[src/hdl/wmse_pkg.sv]
package wmse_pkg;

	localparam logic [1:0] MODE_NONE    = 2'd0;
	localparam logic [1:0] MODE_SUM     = 2'd1;
	localparam logic [1:0] MODE_MEAN    = 2'd2;
	localparam logic [1:0] MODE_NONZERO = 2'd3;

	localparam int QUEUE_DEPTH = 4;
	localparam int QUEUE_AW    = 2;

	localparam int DIV_STEPS = 72;
	localparam int DIV_CW    = 7;

	typedef struct packed {
		logic               div;
		logic               shift8;
		logic               reduced;
		logic signed [63:0] num;
		logic signed [39:0] den;
	} wmse_job_t;

	typedef struct packed {
		logic busy;
		logic done;
	} wmse_div_status_t;

endpackage

[src/hdl/wmse_front.sv]
module wmse_front import wmse_pkg::*; #(
	parameter int MAX_ELEMENTS = 1048576,
	parameter int CNT_W        = 21
) (
	input  logic               clk,
	input  logic               arst_n,
	input  logic [1:0]         mode,
	input  logic               in_valid,
	output logic               in_ready,
	input  logic signed [15:0] prediction,
	input  logic signed [15:0] label,
	input  logic signed [15:0] weight,
	input  logic               last_element,
	input  logic               q_full,
	output logic               q_push,
	output wmse_job_t          q_job
);

	logic               v_s1_q, v_s2_q, v_s3_q;
	logic signed [16:0] d_s1_q;
	logic signed [15:0] w_s1_q, w_s2_q, w_s3_q;
	logic               last_s1_q, last_s2_q, last_s3_q;
	logic [31:0]        dd_s2_q;
	logic signed [40:0] werr_s3_q;

	logic signed [63:0] err_sum_q;
	logic signed [39:0] wgt_sum_q;
	logic [CNT_W-1:0]   nz_cnt_q;

	logic signed [33:0] sq;
	logic signed [48:0] prod;
	logic signed [64:0] err_add;
	logic signed [40:0] wgt_add;
	logic signed [63:0] err_new;
	logic signed [39:0] wgt_new;
	logic [CNT_W-1:0]   cnt_new;
	logic               need_push;
	logic               en;

	assign sq   = d_s1_q * d_s1_q;
	assign prod = $signed({1'b0, dd_s2_q}) * w_s2_q;

	assign err_add = {err_sum_q[63], err_sum_q} + {{24{werr_s3_q[40]}}, werr_s3_q};
	assign wgt_add = {wgt_sum_q[39], wgt_sum_q} + {{25{w_s3_q[15]}}, w_s3_q};

	always_comb begin
		if (err_add[64] != err_add[63]) begin
			err_new = err_add[64] ? {1'b1, 63'd0} : {1'b0, {63{1'b1}}};
		end else begin
			err_new = err_add[63:0];
		end
		if (wgt_add[40] != wgt_add[39]) begin
			wgt_new = wgt_add[40] ? {1'b1, 39'd0} : {1'b0, {39{1'b1}}};
		end else begin
			wgt_new = wgt_add[39:0];
		end
		if (w_s3_q != 16'sd0 && nz_cnt_q < CNT_W'(MAX_ELEMENTS)) begin
			cnt_new = nz_cnt_q + CNT_W'(1);
		end else begin
			cnt_new = nz_cnt_q;
		end
	end

	always_comb begin
		q_job.div     = 1'b0;
		q_job.shift8  = 1'b0;
		q_job.reduced = 1'b1;
		q_job.num     = err_new;
		q_job.den     = wgt_new;
		case (mode)
			MODE_NONE: begin
				q_job.reduced = 1'b0;
				q_job.num     = {{23{werr_s3_q[40]}}, werr_s3_q};
			end
			MODE_SUM: begin
			end
			MODE_MEAN: begin
				q_job.div    = 1'b1;
				q_job.shift8 = 1'b1;
			end
			default: begin
				q_job.div = 1'b1;
				q_job.den = $signed({{(40 - CNT_W){1'b0}}, cnt_new});
			end
		endcase
	end

	assign need_push = (mode == MODE_NONE) || last_s3_q;
	assign en        = !(v_s3_q && need_push && q_full);
	assign in_ready  = en;
	assign q_push    = v_s3_q && need_push && en;

	always_ff @(posedge clk or negedge arst_n) begin
		if (!arst_n) begin
			v_s1_q    <= 1'b0;
			v_s2_q    <= 1'b0;
			v_s3_q    <= 1'b0;
			err_sum_q <= '0;
			wgt_sum_q <= '0;
			nz_cnt_q  <= '0;
		end else if (en) begin
			v_s1_q <= in_valid;
			v_s2_q <= v_s1_q;
			v_s3_q <= v_s2_q;
			if (v_s3_q) begin
				if (last_s3_q) begin
					err_sum_q <= '0;
					wgt_sum_q <= '0;
					nz_cnt_q  <= '0;
				end else begin
					err_sum_q <= err_new;
					wgt_sum_q <= wgt_new;
					nz_cnt_q  <= cnt_new;
				end
			end
		end
	end

	always_ff @(posedge clk) begin
		if (en) begin
			d_s1_q    <= {prediction[15], prediction} - {label[15], label};
			w_s1_q    <= weight;
			last_s1_q <= last_element;
			dd_s2_q   <= sq[31:0];
			w_s2_q    <= w_s1_q;
			last_s2_q <= last_s1_q;
			werr_s3_q <= prod[48:8];
			w_s3_q    <= w_s2_q;
			last_s3_q <= last_s2_q;
		end
	end

endmodule

[src/hdl/wmse_fifo.sv]
module wmse_fifo import wmse_pkg::*; (
	input  logic      clk,
	input  logic      arst_n,
	input  logic      push,
	input  wmse_job_t push_job,
	input  logic      pop,
	output wmse_job_t head,
	output logic      empty,
	output logic      full
);

	wmse_job_t           mem_q [QUEUE_DEPTH];
	logic [QUEUE_AW-1:0] wr_ptr_q, rd_ptr_q;
	logic [QUEUE_AW:0]   cnt_q;

	assign empty = (cnt_q == '0);
	assign full  = (cnt_q == (QUEUE_AW + 1)'(QUEUE_DEPTH));
	assign head  = mem_q[rd_ptr_q];

	always_ff @(posedge clk) begin
		if (push) begin
			mem_q[wr_ptr_q] <= push_job;
		end
	end

	always_ff @(posedge clk or negedge arst_n) begin
		if (!arst_n) begin
			wr_ptr_q <= '0;
			rd_ptr_q <= '0;
			cnt_q    <= '0;
		end else begin
			if (push) begin
				wr_ptr_q <= wr_ptr_q + QUEUE_AW'(1);
			end
			if (pop) begin
				rd_ptr_q <= rd_ptr_q + QUEUE_AW'(1);
			end
			case ({push, pop})
				2'b10:   cnt_q <= cnt_q + (QUEUE_AW + 1)'(1);
				2'b01:   cnt_q <= cnt_q - (QUEUE_AW + 1)'(1);
				default: cnt_q <= cnt_q;
			endcase
		end
	end

	a_no_push_full: assert property (@(posedge clk) disable iff (!arst_n) push |-> !full)
		else $error("Transaction pushed into a full queue.");
	a_no_pop_empty: assert property (@(posedge clk) disable iff (!arst_n) pop |-> !empty)
		else $error("Queue popped while empty.");
	a_count_bound: assert property (@(posedge clk) disable iff (!arst_n)
		cnt_q <= (QUEUE_AW + 1)'(QUEUE_DEPTH))
		else $error("Queue count exceeds its depth.");

endmodule

[src/hdl/wmse_div.sv]
module wmse_div import wmse_pkg::*; (
	input  logic               clk,
	input  logic               arst_n,
	input  logic               start,
	input  wmse_job_t          job,
	input  logic               ack,
	output wmse_div_status_t   status,
	output logic signed [63:0] result
);

	localparam logic [1:0] ST_IDLE = 2'd0;
	localparam logic [1:0] ST_RUN  = 2'd1;
	localparam logic [1:0] ST_DONE = 2'd2;

	logic [1:0]        state_q;
	logic [DIV_CW-1:0] cnt_q;
	logic [71:0]       quo_q;
	logic [39:0]       rem_q;
	logic [39:0]       ud_q;
	logic              neg_q;

	logic [63:0] un;
	logic [39:0] ud;
	logic [40:0] trial;
	logic        fits;

	assign un    = job.num[63] ? (64'd0 - job.num) : job.num;
	assign ud    = job.den[39] ? (40'd0 - job.den) : job.den;
	assign trial = {rem_q, quo_q[71]};
	assign fits  = trial >= {1'b0, ud_q};

	assign status.busy = (state_q == ST_RUN);
	assign status.done = (state_q == ST_DONE);

	always_comb begin
		if (neg_q) begin
			if (|quo_q[71:64] || (quo_q[63] && |quo_q[62:0])) begin
				result = {1'b1, 63'd0};
			end else begin
				result = 64'sd0 - $signed(quo_q[63:0]);
			end
		end else begin
			if (|quo_q[71:63]) begin
				result = {1'b0, {63{1'b1}}};
			end else begin
				result = $signed(quo_q[63:0]);
			end
		end
	end

	always_ff @(posedge clk or negedge arst_n) begin
		if (!arst_n) begin
			state_q <= ST_IDLE;
			cnt_q   <= '0;
		end else begin
			case (state_q)
				ST_IDLE: begin
					if (start) begin
						cnt_q   <= '0;
						state_q <= (job.den == 40'sd0) ? ST_DONE : ST_RUN;
					end
				end
				ST_RUN: begin
					cnt_q <= cnt_q + DIV_CW'(1);
					if (cnt_q == DIV_CW'(DIV_STEPS - 1)) begin
						state_q <= ST_DONE;
					end
				end
				ST_DONE: begin
					if (ack) begin
						state_q <= ST_IDLE;
					end
				end
				default: state_q <= ST_IDLE;
			endcase
		end
	end

	always_ff @(posedge clk) begin
		if (state_q == ST_IDLE && start) begin
			rem_q <= '0;
			ud_q  <= ud;
			if (job.den == 40'sd0) begin
				quo_q <= '0;
				neg_q <= 1'b0;
			end else begin
				quo_q <= job.shift8 ? {un, 8'd0} : {8'd0, un};
				neg_q <= job.num[63] != job.den[39];
			end
		end else if (state_q == ST_RUN) begin
			rem_q <= fits ? 40'(trial - {1'b0, ud_q}) : trial[39:0];
			quo_q <= {quo_q[70:0], fits};
		end
	end

	a_start_idle: assert property (@(posedge clk) disable iff (!arst_n)
		start |-> state_q == ST_IDLE)
		else $error("Division started while the divider was occupied.");

endmodule

[src/hdl/wmse_back.sv]
module wmse_back import wmse_pkg::*; (
	input  logic        clk,
	input  logic        arst_n,
	input  wmse_job_t   head,
	input  logic        q_empty,
	output logic        q_pop,
	output logic        out_valid,
	input  logic        out_ready,
	output logic [63:0] out_data,
	output logic        out_user
);

	wmse_div_status_t   div_status;
	logic signed [63:0] div_result;
	logic               div_start;
	logic               div_ack;
	logic               pend_q;
	logic               out_valid_q;
	logic [63:0]        out_data_q;
	logic               out_user_q;
	logic               can_load;
	logic               load_direct;

	assign can_load    = !out_valid_q || out_ready;
	assign q_pop       = !q_empty && !pend_q && (head.div || can_load);
	assign div_start   = q_pop && head.div;
	assign load_direct = q_pop && !head.div;
	assign div_ack     = div_status.done && can_load;

	wmse_div u_div (
		.clk    (clk),
		.arst_n (arst_n),
		.start  (div_start),
		.job    (head),
		.ack    (div_ack),
		.status (div_status),
		.result (div_result)
	);

	always_ff @(posedge clk or negedge arst_n) begin
		if (!arst_n) begin
			pend_q      <= 1'b0;
			out_valid_q <= 1'b0;
		end else begin
			if (div_start) begin
				pend_q <= 1'b1;
			end else if (div_ack) begin
				pend_q <= 1'b0;
			end
			if (load_direct || div_ack) begin
				out_valid_q <= 1'b1;
			end else if (out_ready) begin
				out_valid_q <= 1'b0;
			end
		end
	end

	always_ff @(posedge clk) begin
		if (load_direct) begin
			out_data_q <= head.num;
			out_user_q <= head.reduced;
		end else if (div_ack) begin
			out_data_q <= div_result;
			out_user_q <= 1'b1;
		end
	end

	assign out_valid = out_valid_q;
	assign out_data  = out_data_q;
	assign out_user  = out_user_q;

	a_div_tracked: assert property (@(posedge clk) disable iff (!arst_n)
		(div_status.busy || div_status.done) |-> pend_q)
		else $error("Divider active without a pending transaction.");

endmodule

[src/hdl/weighted_mse_loss_reduce.sv]
// Channel     Direction  Handshake                      Payload
// s_axis      in         s_axis_tvalid / s_axis_tready  prediction, label, weight; tlast
// m_axis      out        m_axis_tvalid / m_axis_tready  loss_value; tuser is_reduced
// cfg         in         cfg_wr_en                      reduction_mode
//
// One input transaction is taken per cycle unless input stalls. A three-stage multiply
// and accumulate pipeline feeds the queue from its last stage.
// A weighted mean or nonzero-count reduction then runs a restoring divider at one quotient
// bit per cycle; when the divisor is zero it skips the run and gives a result of zero.
// The four-entry queue lets input flow while the divider works; input stalls when a push
// meets a full queue. Reset clears the accumulators and sets the mode to weighted sum.
module weighted_mse_loss_reduce import wmse_pkg::*; #(
	parameter int MAX_ELEMENTS = 1048576
) (
	input  logic        clk,
	input  logic        arst_n,
	input  logic        cfg_wr_en,
	input  logic [1:0]  cfg_wr_data,
	input  logic        s_axis_tvalid,
	output logic        s_axis_tready,
	input  logic [47:0] s_axis_tdata,  // prediction [15:0], label [31:16], weight [47:32]
	input  logic        s_axis_tlast,
	output logic        m_axis_tvalid,
	input  logic        m_axis_tready,
	output logic [63:0] m_axis_tdata,  // loss_value [63:0]
	output logic        m_axis_tuser   // is_reduced [0]
);

	localparam int CNT_W = $clog2(MAX_ELEMENTS + 1);

	logic [1:0] mode_q;
	logic       q_push, q_pop, q_empty, q_full;
	wmse_job_t  push_job, head_job;

	always_ff @(posedge clk or negedge arst_n) begin
		if (!arst_n) begin
			mode_q <= MODE_SUM;
		end else if (cfg_wr_en) begin
			mode_q <= cfg_wr_data;
		end
	end

	wmse_front #(
		.MAX_ELEMENTS (MAX_ELEMENTS),
		.CNT_W        (CNT_W)
	) u_front (
		.clk          (clk),
		.arst_n       (arst_n),
		.mode         (mode_q),
		.in_valid     (s_axis_tvalid),
		.in_ready     (s_axis_tready),
		.prediction   (s_axis_tdata[15:0]),
		.label        (s_axis_tdata[31:16]),
		.weight       (s_axis_tdata[47:32]),
		.last_element (s_axis_tlast),
		.q_full       (q_full),
		.q_push       (q_push),
		.q_job        (push_job)
	);

	wmse_fifo u_fifo (
		.clk      (clk),
		.arst_n   (arst_n),
		.push     (q_push),
		.push_job (push_job),
		.pop      (q_pop),
		.head     (head_job),
		.empty    (q_empty),
		.full     (q_full)
	);

	wmse_back u_back (
		.clk       (clk),
		.arst_n    (arst_n),
		.head      (head_job),
		.q_empty   (q_empty),
		.q_pop     (q_pop),
		.out_valid (m_axis_tvalid),
		.out_ready (m_axis_tready),
		.out_data  (m_axis_tdata),
		.out_user  (m_axis_tuser)
	);

endmodule
[config.mk]
export PLATFORM = sky130hd
export DESIGN_NAME = weighted_mse_loss_reduce
export DESIGN_NICKNAME = d
export VERILOG_FILES = /design/src/hdl/wmse_pkg.sv /design/src/hdl/wmse_front.sv /design/src/hdl/wmse_fifo.sv /design/src/hdl/wmse_div.sv /design/src/hdl/wmse_back.sv /design/src/hdl/weighted_mse_loss_reduce.sv
export SDC_FILE = /design/constraint.sdc
export NUM_CORES = 2
export LEC_CHECK = 0
export BUFFER_PORTS_ARGS = -buffer_cell sky130_fd_sc_hd__buf_2
export CAP_MARGIN = 20
export CORE_UTILIZATION = 41
export CTS_CLUSTER_DIAMETER = 60
export DETAILED_ROUTE_END_ITERATION = 12
export GPL_TIMING_DRIVEN = 0
export HOLD_SLACK_MARGIN = 0.15
export SYNTH_ARGS = -nofsm -noshare
export SYNTH_HDL_FRONTEND = slang
export SYNTH_SLANG_ARGS = --single-unit
[constraint.sdc]
create_clock -name clk -period 17.5 [get_ports clk]
set_input_delay 3.5 -clock clk [delete_from_list [all_inputs] [get_ports clk]]
set_output_delay 3.5 -clock clk [all_outputs]
set_load 0.02 [all_outputs]
## Yosys cells after proc, flatten, opt, wreduce, memory -nomap -nowiden

Memory sizes are Yosys's and may differ from the RTL's.
Index checks and enable logic that the tools add are counted.
W data, S select, Z words.

- Multipliers: 2
- Eq/ne operators: 14
- Muxes and demuxes: 40
- Add/sub/neg operators: 13
- Reductions and logical operators: 40
- Magnitude comparators: 2
- Bitwise gates (word level): 1

Operators by type and width:

| kind | number |
|---|---|
| $mux W64 | 9 |
| $mux W72 | 4 |
| $mux W40 | 5 |
| $sub A1 B64 Y64 const A | 2 |
| $add A64 B41 Y65 | 1 |
| $mux W65 | 1 |
| $reduce_or A63 Y1 | 1 |
| $mul A33 B16 Y49 | 1 |
| $mux W21 | 2 |
| $add A40 B16 Y41 | 1 |
| $ge A41 B40 Y1 | 1 |
| $logic_not A40 Y1 | 1 |
| $sub A1 B40 Y40 const A | 1 |
| $sub A40 B40 Y40 | 1 |
| $mux W39 | 1 |
| $mul A17 B17 Y32 | 1 |
| $add A21 B1 Y21 const B | 1 |
| $lt A21 B21 Y1 const B | 1 |
| $sub A16 B16 Y17 | 1 |
| $reduce_bool A16 Y1 | 1 |
| $pmux W7 S2 | 1 |
| $reduce_bool A2 Y1 | 6 |
| $logic_and A1 B1 Y1 | 11 |
| $mux W1 | 10 |
| other kinds (25) | 47 |

- Output and inout bits: 67
- Memory bits (writable): 428
- Logic and storage cells: 143
- Register bits after elaboration: 507
- Memories: 1
- Input bits: 56

Memories:

| name | words | bits a word | rd ports | clocked after memory_dff | wr ports | line | text |
|---|---|---|---|---|---|---|---|
| u_fifo.mem_q | 4 | 107 | 1 | 0 | 1 | wmse_fifo.sv:12 | `wmse_job_t mem_q [QUEUE_DEPTH];` |

## Logic depth before layout (Yosys ltp)

- Word-level depth: 8
- Depth in mapped cells: 25
- Mapped depth without buffers: 24

## Cells and area by module

Synthesis repeated with hierarchy kept, for this count alone.

- Cells, all modules: 7191
- Area, all modules: 75174.6 um2

Modules (own cells, without submodules):

| module | sequential area each (um2) | times used | cells each | area each (um2) |
|---|---|---|---|---|
| wmse_front | 7407.1 | 1 | 4774 | 42787.3 |
| wmse_fifo | 13027.5 | 1 | 596 | 15820.2 |
| wmse_div | 4419.2 | 1 | 1667 | 13630.6 |
| wmse_back | 2001.9 | 1 | 150 | 2862.7 |
| weighted_mse_loss_reduce | 51.3 | 1 | 4 | 73.8 |

## Worst setup path after synthesis

No wires, ideal clock.

- Path type: flip-flop to output port
- Start point: register mode_q[0]
- End point: output port s_axis_tready
- Arrival: 7.906 ns
- Data required time: 14.000 ns
- Stages on the path, launching flop included: 3
- Slack: 6.094 ns
- Buffers on the path: 0
- Path through: dfstp_2 -> nor2_1 -> o2111ai_1

- Word-level cells in the longest chain between the ends: 5

Ends and longest elaborated chain:

| what | line | text |
|---|---|---|
| start, declared | weighted_mse_loss_reduce.sv:31 | `logic [1:0] mode_q;` |
| start signal, assigned | weighted_mse_loss_reduce.sv:39 | `mode_q <= cfg_wr_data;` |
| $logic_not A2 Y1 | wmse_front.sv:88 | `assign need_push = (mode == MODE_NONE) \|\| last_s3_q;` |
| $logic_or A1 B1 Y1 | wmse_front.sv:88 |  |
| $logic_and A1 B1 Y1 (2 in series) | wmse_front.sv:89 | `assign en = !(v_s3_q && need_push && q_full);` |
| $logic_not A1 Y1 | wmse_front.sv:89 |  |
| end, declared | weighted_mse_loss_reduce.sv:20 | `output logic s_axis_tready,` |

No other way between the ends.

## Worst setup path after layout

- Start point: register u_front.w_s2_q[15]
- End point: register u_front.werr_s3_q[37] (data pin)

- Word-level cells in the longest chain between the ends: 1

Ends and longest elaborated chain:

| what | line | text |
|---|---|---|
| start, declared | wmse_front.sv:21 | `logic signed [15:0] w_s1_q, w_s2_q, w_s3_q;` |
| start signal, assigned | wmse_front.sv:125 | `w_s2_q <= w_s1_q;` |
| $mul A33 B16 Y49 | wmse_front.sv:41 | `assign prod = $signed({1'b0, dd_s2_q}) * w_s2_q;` |
| net u_front.prod[45] | wmse_front.sv:31 | `logic signed [48:0] prod;` |
| end signal, assigned | wmse_front.sv:127 | `werr_s3_q <= prod[48:8];` |
| end, declared | wmse_front.sv:24 | `logic signed [40:0] werr_s3_q;` |

The timed path passes the listed nets, and every way through them passes these cells.
A chain may end at the register's enable or synchronous reset.

==> run metrics <==
Yosys top cell area share ~30%; Main synth FF type edfxtp_1; Non-Filler Instances ~9,900; most numerous cell in the Yosys netlist inv_1; postcts setup bufs 0; PortBufs around 120; pin count of the biggest net entering global routing 105; HPWL after DPL 170,000 um; Worst Path Required 17.97 ns; share of cells above drive strength 1 7.23%; 1st-iter DRT viols 4,278; RR Startpoint u_front.w_s2_q[15]; slack of the worst reg-to-reg path 9.09 ns; io pins between 100 and 150; Final min period approximately 8.4 ns; PostCTS Resize Cnt 0; slew at the pin with the worst max-slew slack 1.16 ns; commonest cells in the netlist inv_1 (958), nand2_1 (794), edfxtp_1 (746); clk buf depth 3; cell count after synthesis 7,132; Root Buffer Master clkbuf_16; clk slew on worst S/H paths ~0.060 ns; reg2reg end u_front.werr_s3_q[37]; Reg2Reg Depth 22; library cells used by synthesis 103; Critical Path Start Type register; CTS tree done; Die Ht 428 um; vias per cell 5.47; Clock Latency Late Sink 0.79 ns; CP Max Fanout 12; Hold EP u_front.w_s2_q[0]; CP Class reg -> reg; Slew Viols, Final 0; clk sinks 934; EDFF count, synth 746; sequential share of the synthesized area 36.2%; Hold Buf Count CTS 0; Mapped Area 74,300 um2; Nets roughly 8,500; Routed WL 213,000 um; first-pass GRT wire length 327,000 um; total grt overflow 0; routability congestion estimate around 0.91; Ys Warns 0; Routed Antenna Nets 0; Max Cap Viol 0; vias in the first global route 54,870; initial antenna violation count 4; asr flop ratio synth 15.8%; Slew HR 22.0%; first drt pass iteration count 8; outcome complete, no violations; Final Cycle Share between 40% and 50%; Fmax around 0.12 GHz; # rows 155; final setup violation count 0; Die Wd between 400 and 500 um; DR WL/cell ~22 um; total CTS buffers ~120; Avg Inst Size Synth 10.4 um2; htree depth 3; top cells by area, synth edfxtp_1 (30%), fa_1 (18%), ha_1 (6.9%), dfrtp_1 (4.9%), inv_1 (4.8%); drt drc 0; hold depth 0; dpl cells 9,631; ANT cells 0; synthesized flop and latch total 934; starting density of the core 41.5%; RSZ-0062 raised after global routing false; leading area contributor after synthesis edfxtp_1; Fin. Hold Viols 0; Via Count 53,879; Total GRT Usage 23.1%; area delta synth->final 10.9%; CP endpoint kind register; hold path start u_front.w_s1_q[0]; core area between 150,000 and 200,000 um2; Die ar. approximately 180,000 um2; Clock Skews 0.0868 ns; worst path arrival time 8.88 ns; Hold Crit Class reg -> reg
layout by cell type (no fill, tap or decap), types with 44 or more instances in the layout:
| cell type | n |
|---|---|
| nand2_1 | 793 |
| clkbuf_1 | 266 |
| dfrtp_1 | 147 |
| clkbuf_16 | 119 |
| ha_1 | 411 |
| mux2i_1 | 47 |
| and2_1 | 287 |
| or3_1 | 49 |
| a21o_1 | 119 |
| buf_2 | 148 |
| o21a_1 | 56 |
| a31oi_1 | 102 |
| inv_1 | 957 |
| o21bai_1 | 44 |
| xnor2_1 | 193 |
| edfxtp_1 | 746 |
| a21oi_1 | 300 |
| nor2_1 | 387 |
| xor2_1 | 134 |
| mux4_2 | 93 |
| nor3_1 | 111 |
| nand3_1 | 80 |
| o21ai_0 | 411 |
| fa_1 | 673 |
flip-flops by register name, indices dropped and copies added (netlist names), 21 cells and up:
name / count
u_back.out_data: 64
u_back.u_div.quo_q: 72
u_back.u_div.rem_q: 40
u_back.u_div.ud_q: 40
u_fifo.mem_q: 428
u_front.dd_s2_q: 31
u_front.err_sum_q: 64
u_front.nz_cnt_q: 21
u_front.werr_s3_q: 41
u_front.wgt_sum_q: 40
how the worst max path moves through the flow:
stage	from	to
after global routing	u_front.w_s2_q[8]	u_front.werr_s3_q[37]
after detailed placement	u_front.w_s2_q[15]	u_front.werr_s3_q[37]
after global placement	mode_q[0]	u_front.err_sum_q[27]
after CTS	u_front.w_s2_q[15]	u_front.werr_s3_q[37]
after floorplan	mode_q[0]	s_axis_tready
final	u_front.w_s2_q[15]	u_front.werr_s3_q[37]
layout make-up:
cell class,instances,area (um2)
sequential,934,26900
tap,2355,2950
fill,16849,96700
inverter,961,3610
clock inverter,86,973
multi-input combinational,4933,42600
buffer,308,1280
timing repair buffer,141,1050
clock buffer,134,3100
metrics by stage:
step / hold slack [ns] / TNS (ns) / worst slack (ns) / instance area, um2 / utilization [%]
after global placement: 0.404 / -120.70 / -1.50 / 77900 / 43.5
after global routing: 0.399 / 0 / 8.68 / 82500 / 46.0
after CTS: 0.387 / 0 / 9.07 / 82400 / 46.0
after floorplan: 0.400 / 0 / 6.09 / 74400 / -
final: 0.380 / 0 / 9.09 / 82500 / 46.0
after detailed placement: 0.406 / 0 / 9.09 / 78400 / 43.7
kinds of logic (layout without fill, tap and decap cells):
kind of cell,count (synthesis),after routing,synth area share [%]
AO/OA/AOI/OAI,1368,1368,11.7
XOR/XNOR,327,327,3.85
AND/OR/NAND/NOR,1989,1989,12.7
multiplexers,159,159,3.96
flip-flops,934,934,36.2
adder cells (fa/ha/maj),1084,1084,25.0
other,2,6,0.0101
buffers and inverters,1269,1630,6.57
critical path: stages (launching register included):
cell and delay, ns:
edfxtp_1 0.76, inv_1 0.29, buf_1 0.69, nor2_1 0.12
fa_1 0.55, fa_1 0.44, fa_1 0.58, fa_1 0.46
fa_1 0.50, inv_1 0.05, fa_1 0.48, inv_1 0.05
ha_1 0.32, a22oi_1 0.19, nand2_1 0.12, nor4b_1 0.24
o21ai_0 0.44, a41o_1 0.41, a21oi_1 0.29, o21ai_0 0.32
a221o_1 0.46, a211oi_1 0.27, xnor2_1 0.11
metal layers:
layer | GRT usage [%] | vias up | wire (um)
li1 | - | 24898 | -
met1 | 29.0 | 26911 | 88200
met2 | 40.5 | 1615 | 104000
met3 | 2.61 | 453 | 10200
met4 | 9.58 | 2 | 10000
met5 | 0 | - | 13
Power is left out: the tool's default activity adds up to more than one toggle a clock period on the data nets, which glitch-free logic cannot reach.
